### config.mk
export PLATFORM = sky130hd
export DESIGN_NAME = word_processor_escape_tokenizer
export DESIGN_NICKNAME = d
export VERILOG_FILES = /design/src/rtl/core/wpet_pkg.sv /design/src/rtl/core/wpet_front.sv /design/src/rtl/core/wpet_fifo.sv /design/src/rtl/core/wpet_back.sv /design/src/rtl/core/word_processor_escape_tokenizer.sv
export SDC_FILE = /design/constraint.sdc
export NUM_CORES = 1
export LEC_CHECK = 0
export BUFFER_PORTS_ARGS = -buffer_cell sky130_fd_sc_hd__buf_4
export CORE_UTILIZATION = 45
export DETAILED_ROUTE_END_ITERATION = 10
export PLACE_DENSITY = 0.61
export SYNTH_ARGS = -nofsm -noshare
export SYNTH_HDL_FRONTEND = slang
export SYNTH_SLANG_ARGS = --single-unit
### constraint.sdc
create_clock -name clk_i -period 5.35 [get_ports clk_i]
set_input_delay 0.535 -clock clk_i [delete_from_list [all_inputs] [get_ports clk_i]]
set_output_delay 0.535 -clock clk_i [all_outputs]
set_load 0.005 [all_outputs]
### src/rtl/core/wpet_pkg.sv
// shared types and constants for the escape tokenizer
// no dependencies; imported by every module of the block
package wpet_pkg;

  typedef enum logic [1:0] {
    MODE_PLAIN = 2'd0,
    MODE_HTML  = 2'd1,
    MODE_RTF   = 2'd2
  } mode_e;

  typedef enum logic [3:0] {
    TOK_CHAR      = 4'd0,
    TOK_LINEBREAK = 4'd1,
    TOK_PAGEBREAK = 4'd2,
    TOK_BRACE     = 4'd3,
    TOK_FONTSIZE  = 4'd4,
    TOK_STYLE_OFF = 4'd5,
    TOK_STYLE_ON  = 4'd6,
    TOK_PARAGRAPH = 4'd7,
    TOK_IMAGE     = 4'd8
  } tok_kind_e;

  // escape and control bytes
  localparam logic [7:0] BYTE_NUL      = 8'h00;
  localparam logic [7:0] BYTE_FORMFEED = 8'h0c;
  localparam logic [7:0] BYTE_CR       = 8'h0d;
  localparam logic [7:0] BYTE_GRAPHIC  = 8'h10;
  localparam logic [7:0] BYTE_RULER    = 8'h11;
  localparam logic [7:0] BYTE_CARD     = 8'h17;
  localparam logic [7:0] BYTE_SKIP_A   = 8'h08;
  localparam logic [7:0] BYTE_SKIP_B   = 8'h18;
  localparam logic [7:0] BYTE_SKIP_C   = 8'hF5;
  localparam logic [7:0] BYTE_LBRACE   = 8'h7B;
  localparam logic [7:0] BYTE_RBRACE   = 8'h7D;

  localparam int SkipW  = 5;
  localparam int SizeW  = 5;
  localparam int StyleW = 7;  // style bits 1..7, bit 0 never reported

  localparam logic [SkipW-1:0] SKIP_HEADER  = 5'd19;
  localparam logic [SkipW-1:0] SKIP_ESCAPE  = 5'd19;
  localparam logic [SkipW-1:0] SKIP_GRAPHIC = 5'd4;
  localparam logic [SkipW-1:0] SKIP_RULER   = 5'd26;
  localparam logic [SkipW-1:0] SKIP_LONG    = 5'd10;

  localparam int FifoDepth = 4;
  localparam int FifoAw    = 2;

  // one queued command: a single token, or a font/style card to expand
  typedef struct packed {
    logic              is_card;
    tok_kind_e         kind;
    logic [7:0]        value;     // char byte, or new font size for a card
    logic              size_chg;
    logic [StyleW-1:0] off_mask;
    logic [StyleW-1:0] on_mask;
  } cmd_t;

  typedef struct packed {
    logic full;
    logic empty;
  } fifo_stat_t;

endpackage

### src/rtl/core/wpet_front.sv
// front end: accepts bytes, tracks skip/capture state, classifies into commands
// depends on wpet_pkg
module wpet_front (
  input  logic               clk_i,
  input  logic               rst_ni,
  input  logic               cfg_we_i,
  input  logic [1:0]         cfg_data_i,
  input  logic               in_valid_i,
  input  logic [7:0]         data_byte_i,
  input  logic               chain_start_i,
  output logic               in_ready_o,
  output logic               push_o,
  output wpet_pkg::cmd_t     cmd_o,
  input  wpet_pkg::fifo_stat_t stat_i
);
  import wpet_pkg::*;

  mode_e             mode_q;
  logic [SkipW-1:0]  skip_q, skip_d;
  logic              capturing_q, capturing_d;
  logic [1:0]        cap_idx_q, cap_idx_d;
  logic [SizeW-1:0]  font_lo_q, font_lo_d;
  logic [StyleW-1:0] style_q, style_d;
  logic [SizeW-1:0]  size_q, size_d;
  logic              accept, has_tok, styled;
  logic [StyleW-1:0] card_style;
  cmd_t              cmd;

  assign in_ready_o = !stat_i.full;
  assign accept     = in_valid_i && !stat_i.full;
  assign styled     = (mode_q == MODE_HTML) || (mode_q == MODE_RTF);
  assign card_style = data_byte_i[7:1];

  always_comb begin
    skip_d      = skip_q;
    capturing_d = capturing_q;
    cap_idx_d   = cap_idx_q;
    font_lo_d   = font_lo_q;
    style_d     = style_q;
    size_d      = size_q;
    has_tok     = 1'b0;
    cmd         = '0;
    cmd.kind    = TOK_CHAR;
    cmd.value   = data_byte_i;
    if (accept) begin
      if (chain_start_i) begin
        skip_d      = '0;
        capturing_d = 1'b0;
        cap_idx_d   = '0;
        style_d     = '0;
        size_d      = '0;
      end
      if (skip_d != '0) begin
        skip_d = skip_d - SkipW'(1);
      end else if (capturing_d) begin
        case (cap_idx_d)
          2'd0: begin
            font_lo_d = data_byte_i[SizeW-1:0];
            cap_idx_d = 2'd1;
          end
          2'd1: begin
            cap_idx_d = 2'd2;
          end
          default: begin
            capturing_d = 1'b0;
            cap_idx_d   = '0;
            if (styled) begin
              cmd.is_card  = 1'b1;
              cmd.kind     = TOK_FONTSIZE;
              cmd.value    = {{(8-SizeW){1'b0}}, font_lo_d};
              cmd.size_chg = (font_lo_d != size_d);
              cmd.off_mask = style_d & ~card_style;
              cmd.on_mask  = ~style_d & card_style;
              has_tok      = cmd.size_chg || (cmd.off_mask != '0) || (cmd.on_mask != '0);
              size_d       = font_lo_d;
              style_d      = card_style;
            end
          end
        endcase
      end else begin
        case (data_byte_i) inside
          BYTE_NUL: begin
            if (chain_start_i) skip_d = SKIP_HEADER;
          end
          BYTE_FORMFEED: begin
            has_tok = 1'b1;
            if (mode_q == MODE_HTML) begin
              cmd.kind  = TOK_PAGEBREAK;
              cmd.value = '0;
            end
          end
          BYTE_CR: begin
            has_tok   = 1'b1;
            cmd.kind  = TOK_LINEBREAK;
            cmd.value = '0;
          end
          BYTE_GRAPHIC: begin
            has_tok   = 1'b1;
            cmd.kind  = TOK_IMAGE;
            cmd.value = '0;
            skip_d    = SKIP_GRAPHIC;
          end
          BYTE_RULER: begin
            has_tok   = (mode_q == MODE_RTF);
            cmd.kind  = TOK_PARAGRAPH;
            cmd.value = '0;
            skip_d    = SKIP_RULER;
          end
          BYTE_CARD: begin
            capturing_d = 1'b1;
            cap_idx_d   = '0;
          end
          BYTE_SKIP_A, BYTE_SKIP_B: begin
            skip_d = SKIP_ESCAPE;
          end
          BYTE_SKIP_C: begin
            skip_d = SKIP_LONG;
          end
          BYTE_LBRACE, BYTE_RBRACE: begin
            has_tok = 1'b1;
            if (mode_q == MODE_RTF) cmd.kind = TOK_BRACE;
          end
          default: begin
            has_tok = 1'b1;
          end
        endcase
      end
    end
  end

  assign push_o = accept && has_tok;
  assign cmd_o  = cmd;

  always_ff @(posedge clk_i or negedge rst_ni) begin
    if (!rst_ni) begin
      mode_q      <= MODE_RTF;
      skip_q      <= '0;
      capturing_q <= 1'b0;
      cap_idx_q   <= '0;
      font_lo_q   <= '0;
      style_q     <= '0;
      size_q      <= '0;
    end else begin
      if (cfg_we_i) mode_q <= mode_e'(cfg_data_i);
      skip_q      <= skip_d;
      capturing_q <= capturing_d;
      cap_idx_q   <= cap_idx_d;
      font_lo_q   <= font_lo_d;
      style_q     <= style_d;
      size_q      <= size_d;
    end
  end

endmodule

### src/rtl/core/wpet_fifo.sv
// small command queue between front and back end
// depends on wpet_pkg
module wpet_fifo (
  input  logic                 clk_i,
  input  logic                 rst_ni,
  input  logic                 push_i,
  input  wpet_pkg::cmd_t       push_data_i,
  input  logic                 pop_i,
  output wpet_pkg::cmd_t       pop_data_o,
  output wpet_pkg::fifo_stat_t stat_o
);
  import wpet_pkg::*;

  cmd_t              mem_q [FifoDepth];
  logic [FifoAw-1:0] wr_ptr_q, rd_ptr_q;
  logic [FifoAw:0]   count_q;

  assign stat_o.full  = (count_q == (FifoAw+1)'(FifoDepth));
  assign stat_o.empty = (count_q == '0);
  assign pop_data_o   = mem_q[rd_ptr_q];

  always_ff @(posedge clk_i) begin
    if (push_i) mem_q[wr_ptr_q] <= push_data_i;
  end

  always_ff @(posedge clk_i or negedge rst_ni) begin
    if (!rst_ni) begin
      wr_ptr_q <= '0;
      rd_ptr_q <= '0;
      count_q  <= '0;
    end else begin
      if (push_i) wr_ptr_q <= wr_ptr_q + FifoAw'(1);
      if (pop_i)  rd_ptr_q <= rd_ptr_q + FifoAw'(1);
      case ({push_i, pop_i})
        2'b10:   count_q <= count_q + (FifoAw+1)'(1);
        2'b01:   count_q <= count_q - (FifoAw+1)'(1);
        default: count_q <= count_q;
      endcase
    end
  end

endmodule

### src/rtl/core/wpet_back.sv
// back end: expands queued commands into tokens, one word per cycle while out_ready_i is high
// depends on wpet_pkg
module wpet_back (
  input  logic                 clk_i,
  input  logic                 rst_ni,
  input  wpet_pkg::cmd_t       head_i,
  input  wpet_pkg::fifo_stat_t stat_i,
  output logic                 pop_o,
  output logic                 out_valid_o,
  input  logic                 out_ready_i,
  output logic [3:0]           token_kind_o,
  output logic [7:0]           token_value_o,
  output logic                 last_o
);
  import wpet_pkg::*;

  // style bit number of the lowest set mask bit (mask bit i is style bit i+1)
  function automatic logic [2:0] low_idx(input logic [StyleW-1:0] m);
    logic [2:0] r;
    r = '0;
    for (int i = StyleW - 1; i >= 0; i--) begin
      if (m[i]) r = 3'(i + 1);
    end
    return r;
  endfunction

  logic              cur_valid_q;
  cmd_t              cur_q;
  tok_kind_e         kind;
  logic [7:0]        value;
  logic              last, fire, done;
  logic [StyleW-1:0] off_rest, on_rest;

  assign off_rest = cur_q.off_mask & (cur_q.off_mask - StyleW'(1));
  assign on_rest  = cur_q.on_mask & (cur_q.on_mask - StyleW'(1));

  always_comb begin
    kind  = cur_q.kind;
    value = cur_q.value;
    last  = 1'b1;
    if (cur_q.is_card) begin
      if (cur_q.size_chg) begin
        kind = TOK_FONTSIZE;
        last = (cur_q.off_mask == '0) && (cur_q.on_mask == '0);
      end else if (cur_q.off_mask != '0) begin
        kind  = TOK_STYLE_OFF;
        value = {5'd0, low_idx(cur_q.off_mask)};
        last  = (off_rest == '0) && (cur_q.on_mask == '0);
      end else begin
        kind  = TOK_STYLE_ON;
        value = {5'd0, low_idx(cur_q.on_mask)};
        last  = (on_rest == '0);
      end
    end
  end

  assign fire  = cur_valid_q && out_ready_i;
  assign done  = !cur_valid_q || (fire && last);
  assign pop_o = done && !stat_i.empty;

  always_ff @(posedge clk_i or negedge rst_ni) begin
    if (!rst_ni) begin
      cur_valid_q <= 1'b0;
    end else if (done) begin
      cur_valid_q <= !stat_i.empty;
    end
  end

  always_ff @(posedge clk_i) begin
    if (done) begin
      if (!stat_i.empty) cur_q <= head_i;
    end else if (fire) begin
      // drop the token just taken from the card
      if (cur_q.size_chg)              cur_q.size_chg <= 1'b0;
      else if (cur_q.off_mask != '0)   cur_q.off_mask <= off_rest;
      else                             cur_q.on_mask  <= on_rest;
    end
  end

  assign out_valid_o   = cur_valid_q;
  assign token_kind_o  = kind;
  assign token_value_o = value;
  assign last_o        = last;

endmodule

### src/rtl/core/word_processor_escape_tokenizer.sv
// escape tokenizer for a word-processor page chain: top level
// holds wpet_front, wpet_fifo and wpet_back; depends on wpet_pkg
//
// usage:
//   input channel: in_valid_i/in_ready_o carry one payload byte (data_byte_i)
//   and chain_start_i, set on the first byte of a page chain
//   output channel: out_valid_o/out_ready_i carry one token word
//   (token_kind_o, token_value_o, last_o); last_o marks the final token of a byte
//   cfg_we_i/cfg_data_i write output_mode (0 plain, 1 html, 2 rtf) into a register
//   throughput: one byte per cycle unless the command queue is full; one token per
//   cycle at the output while out_ready_i is high
//   a font/style escape ends in up to 8 tokens, which the back end drains one per
//   cycle while out_ready_i is high; the 4-entry queue keeps the front taking bytes
//   bytes that make no token (skipped, captured, NUL) take no queue slot
//   in_ready_o drops only when the command queue is full
//   reset: mode rtf, skip/capture/style/size cleared, queue and output empty
//   receiver stall: the current token holds; the queue then fills and stalls input
module word_processor_escape_tokenizer (
  input  logic       clk_i,
  input  logic       rst_ni,
  input  logic       cfg_we_i,
  input  logic [1:0] cfg_data_i,
  input  logic       in_valid_i,
  output logic       in_ready_o,
  input  logic [7:0] data_byte_i,
  input  logic       chain_start_i,
  output logic       out_valid_o,
  input  logic       out_ready_i,
  output logic [3:0] token_kind_o,
  output logic [7:0] token_value_o,
  output logic       last_o
);
  import wpet_pkg::*;

  logic       push, pop;
  cmd_t       push_cmd, head_cmd;
  fifo_stat_t stat;

  wpet_front u_front (
    .clk_i         (clk_i),
    .rst_ni        (rst_ni),
    .cfg_we_i      (cfg_we_i),
    .cfg_data_i    (cfg_data_i),
    .in_valid_i    (in_valid_i),
    .data_byte_i   (data_byte_i),
    .chain_start_i (chain_start_i),
    .in_ready_o    (in_ready_o),
    .push_o        (push),
    .cmd_o         (push_cmd),
    .stat_i        (stat)
  );

  wpet_fifo u_fifo (
    .clk_i       (clk_i),
    .rst_ni      (rst_ni),
    .push_i      (push),
    .push_data_i (push_cmd),
    .pop_i       (pop),
    .pop_data_o  (head_cmd),
    .stat_o      (stat)
  );

  wpet_back u_back (
    .clk_i         (clk_i),
    .rst_ni        (rst_ni),
    .head_i        (head_cmd),
    .stat_i        (stat),
    .pop_o         (pop),
    .out_valid_o   (out_valid_o),
    .out_ready_i   (out_ready_i),
    .token_kind_o  (token_kind_o),
    .token_value_o (token_value_o),
    .last_o        (last_o)
  );

`ifndef SYNTHESIS
  // style tokens name a bit between 1 and 7
  a_style_bit: assert property (@(posedge clk_i) disable iff (!rst_ni)
    out_valid_o && (token_kind_o == TOK_STYLE_OFF || token_kind_o == TOK_STYLE_ON)
    |-> (token_value_o != 8'd0) && (token_value_o <= 8'd7))
    else $error("style token with bad bit number");

  // font size tokens stay within five bits
  a_font_size: assert property (@(posedge clk_i) disable iff (!rst_ni)
    out_valid_o && (token_kind_o == TOK_FONTSIZE) |-> (token_value_o[7:5] == 3'd0))
    else $error("font size out of range");

  // a byte's token burst continues without a gap once started
  a_burst: assert property (@(posedge clk_i) disable iff (!rst_ni)
    out_valid_o && out_ready_i && !last_o |=> out_valid_o)
    else $error("token burst broken");

  // the queue never takes a command while full
  a_no_overflow: assert property (@(posedge clk_i) disable iff (!rst_ni)
    push |-> !stat.full)
    else $error("command queue overflow");
`endif

endmodule
==> summary.md <==
| Metric | Value |
|---|---|
| Outcome | `complete, no violations` |
| Synthesized area per cell | `13.4 um2` |
| Detailed-placement wirelength estimate | `11.6 mm` |
| # clock sinks | `175` |
| Leakage power | `3.30 nW` |
| F_max | `246 MHz` |
| #FFs+latches synth | `175` |
| DRT antenna net count | `0` |
| Most frequent cells in the layout | `edfxtp_1, nand2_1, buf_4` |
| GRT met1 Usage | `26.5%` |
| Share of post-route cells with drive strength above 1 | `19.0%` |
| Ports | `31` |
| Cell family with most CP delay | `simple AND/OR/NAND/NOR gates` |
| Overflow after GRT | `0` |
| GP Congestion | `0.897` |
| WP buf/inv | `1` |
| Ys flop type | `edfxtp_1` |
| PortBufs | `30` |
| DRT Pass-1 Iters | `5` |
| Unrepaired setup endpoints after global routing | `false` |
| Synth warn | `0` |
| # fillers | `1492` |
| Crit Path Max Fanout | `30` |
| Final Setup Violations | `0` |
| TritonCTS clock tree | `yes` |
| H-tree depth | `4` |
| Hold violation count in the final report | `0` |
| Dpl cell area | `0.00857 mm2` |
| WL per Instance | `19.3 um` |
| Net Count, Synth | `629` |
| Grt met3 use | `4.06%` |
| Placeable Area | `0.0174 mm2` |
| Met2 usage | `32.5%` |
| Site Rows | `48` |
| Setup TNS | `0 ps` |
| Routed wire length | `16.8 mm` |
| Skew final | `12.6 ps` |
| First-pass GRT wire length | `27.5 mm` |
| Slowest stage delay, CP | `620 ps` |
| Tot Pwr | `4.12 mW` |
| FF-to-FF path depth | `9` |
| Die Ht | `136 um` |
| Commonest non-fill, non-tap cell in the layout | `edfxtp_1` |
| Die ar. | `0.0185 mm2` |
| Post-route DRC violation count | `0` |
| Post-synthesis sequential area ratio | `62.8%` |
| DRT iter0 DRCs | `383` |
| Register area | `0.00508 mm2` |
| Vias in the first global route | `5192` |
| Nets | `659` |
| Cts repair resizes | `0` |
| Crit path from | `u_back.cur_q[3]` |
| Clock slew at reported path FFs | `70 ps` |
| Die Wd | `136 um` |
| Max-cap violation count | `0` |
| Via count | `5012` |
| Mapped Cells | `604` |
| Critical Path AT | `4360 ps` |
| Period minus WS final | `4060 ps` |
| Max Root-Sink Buffers | `2` |
| Setup crit end kind | `flop` |
| Crit path depth | `9` |
| Post-synth cell types | `70` |
| Largest net degree at the start of global routing | `36` |
| Post-CTS setup buffer count | `0` |
| N_diodes | `0` |
| Critical path, cell by cell | `or4_4 -> a2111o_1 -> nor4_2 -> o41a_2 -> nand2_2 -> inv_1 -> ha_1 -> fa_1 -> mux2_2` |
| Relative slew slack | `25.1%` |
| Final Max Slew Viols | `0` |
| FF-to-FF Start | `u_back.cur_q[3]` |
| Final period util | `75.9%` |
| Layout area overhead | `12.6%` |
| Cell area after layout | `0.00911 mm2` |
| Setup CP Type | `reg -> reg` |
| Async SR Flop Fraction | `20.0%` |
| Global route hottest layer | `met2` |
| CP startpoint kind | `flop` |
| CP max-delay cell | `or4_4` |
| CTS Hold Bufs | `0` |
| Clock latency at the later pin of the worst-skew pair | `430 ps` |
| Initial Util | `46.5%` |
| Peak supply drop | `0.000443 V` |
| Hold crit path type | `in -> async` |
| GR Util All Layers | `20.1%` |
| Area of the multi-input gates | `0.00282 mm2` |
| Vias per cell | `5.75` |
| PD cells | `452 mW/mm2` |
| CTS root buf | `clkbuf_16` |
| Worst-Margin Slew | `1110 ps` |
| CTS Buf Count | `17` |
| Initial antenna violation count | `0` |
| Final hold slack | `80.5 ps` |
| EDFF count, synth | `140` |
| Worst EP required | `5650 ps` |
| Netlist Area Pre-Place | `0.00809 mm2` |
[worst paths after layout]
| check | to | slack, ps |
|---|---|---|
| min in group clk_i | u_front.mode_q[1] | 280 |
| max in group asynchronous | u_fifo.rd_ptr_q[0] | 4900 |
| max reg2reg | u_fifo.count_q[1] | 1290 |
| max | u_fifo.count_q[1] | 1290 |
| min | u_front.skip_q[4] | 80 |
| min reg2reg | u_front.size_q[0] | 490 |
[through the flow]
step,instances,worst slack [ps],utilization [%]
after floorplan,604,1150,-
after global placement,840,1320,49.2
after detailed placement,840,1150,49.2
after CTS,872,1250,52.3
after global routing,872,1050,52.3
final,872,1290,52.3
[power breakdown]
part           total (mW)  internal [mW]  switching (mW)
Clock                1.15          0.644           0.507
Sequential           1.95           1.73           0.217
Combinational        1.02          0.498           0.520
[per-layer routing]
layer  up-vias  routed length [um]
li1       2359                   -
met1      2477                7540
met2       147                8200
met3        29                 722
met4         0                 367
met5         -                   0
[synth_stat cells, drive strengths merged, types with 4 or more instances]
| cell | count | area (um2) |
|---|---|---|
| edfxtp | 140 | 4200 |
| nand2 | 57 | 216 |
| o21ai | 44 | 220 |
| nor2 | 40 | 150 |
| dfrtp | 34 | 851 |
| mux4 | 28 | 631 |
| clkbuf | 20 | 75.1 |
| inv | 18 | 67.6 |
| a21oi | 17 | 85.1 |
| nor3 | 16 | 80.1 |
| and2 | 14 | 87.6 |
| nand3 | 14 | 75.1 |
| nand2b | 12 | 75.1 |
| buf | 11 | 57.6 |
| xnor2 | 11 | 111 |
| a22o | 10 | 87.6 |
| nor2b | 9 | 56.3 |
| ha | 8 | 100 |
| mux2 | 7 | 78.8 |
| or3 | 7 | 43.8 |
| a211oi | 6 | 57.6 |
| o31ai | 6 | 45.0 |
| a31oi | 5 | 31.3 |
| and3 | 4 | 25.0 |
| nand4 | 4 | 25.0 |
| nor4 | 4 | 31.3 |
| o41ai | 4 | 35.0 |
| or4 | 4 | 33.8 |
[cells by family (layout without fill, tap and decap cells)]
kind of cell               after synthesis  in the layout  synth area share, %
buffers and inverters                   50             93                 2.52
muxes                                   36             36                 8.89
adders and majority gates               12             12                 1.86
DFF                                    175            175                 62.8
AOI/OAI and AO/OA                      122            122                 10.1
and+or+nand+nor                        197            197                 12.3
xor gates and xnor gates                12             12                 1.48
[cell type report]
type | count | area share, %
Clock buffer | 20 | 4.79
Clock inverter | 12 | 1.21
Inverter | 19 | 0.783
Multi-Input combinational cell | 379 | 30.9
Sequential cell | 175 | 55.8
Tap cell | 225 | 3.09
Timing Repair Buffer | 42 | 3.46
[sequential cells by signal, indices dropped and copies added (netlist names)]
register	count
u_front.capturing_q	1
u_front.size_q	5
u_back.cur_q	28
u_fifo.rd_ptr_q	2
u_front.font_lo_q	5
u_fifo.mem_q	112
u_front.skip_q	5
u_front.mode_q	2
u_fifo.count_q	3
u_fifo.wr_ptr_q	2
u_front.style_q	7
u_front.cap_idx_q	2
u_back.out_valid_o	1
Note: power is estimated with default switching activity, not from simulation.
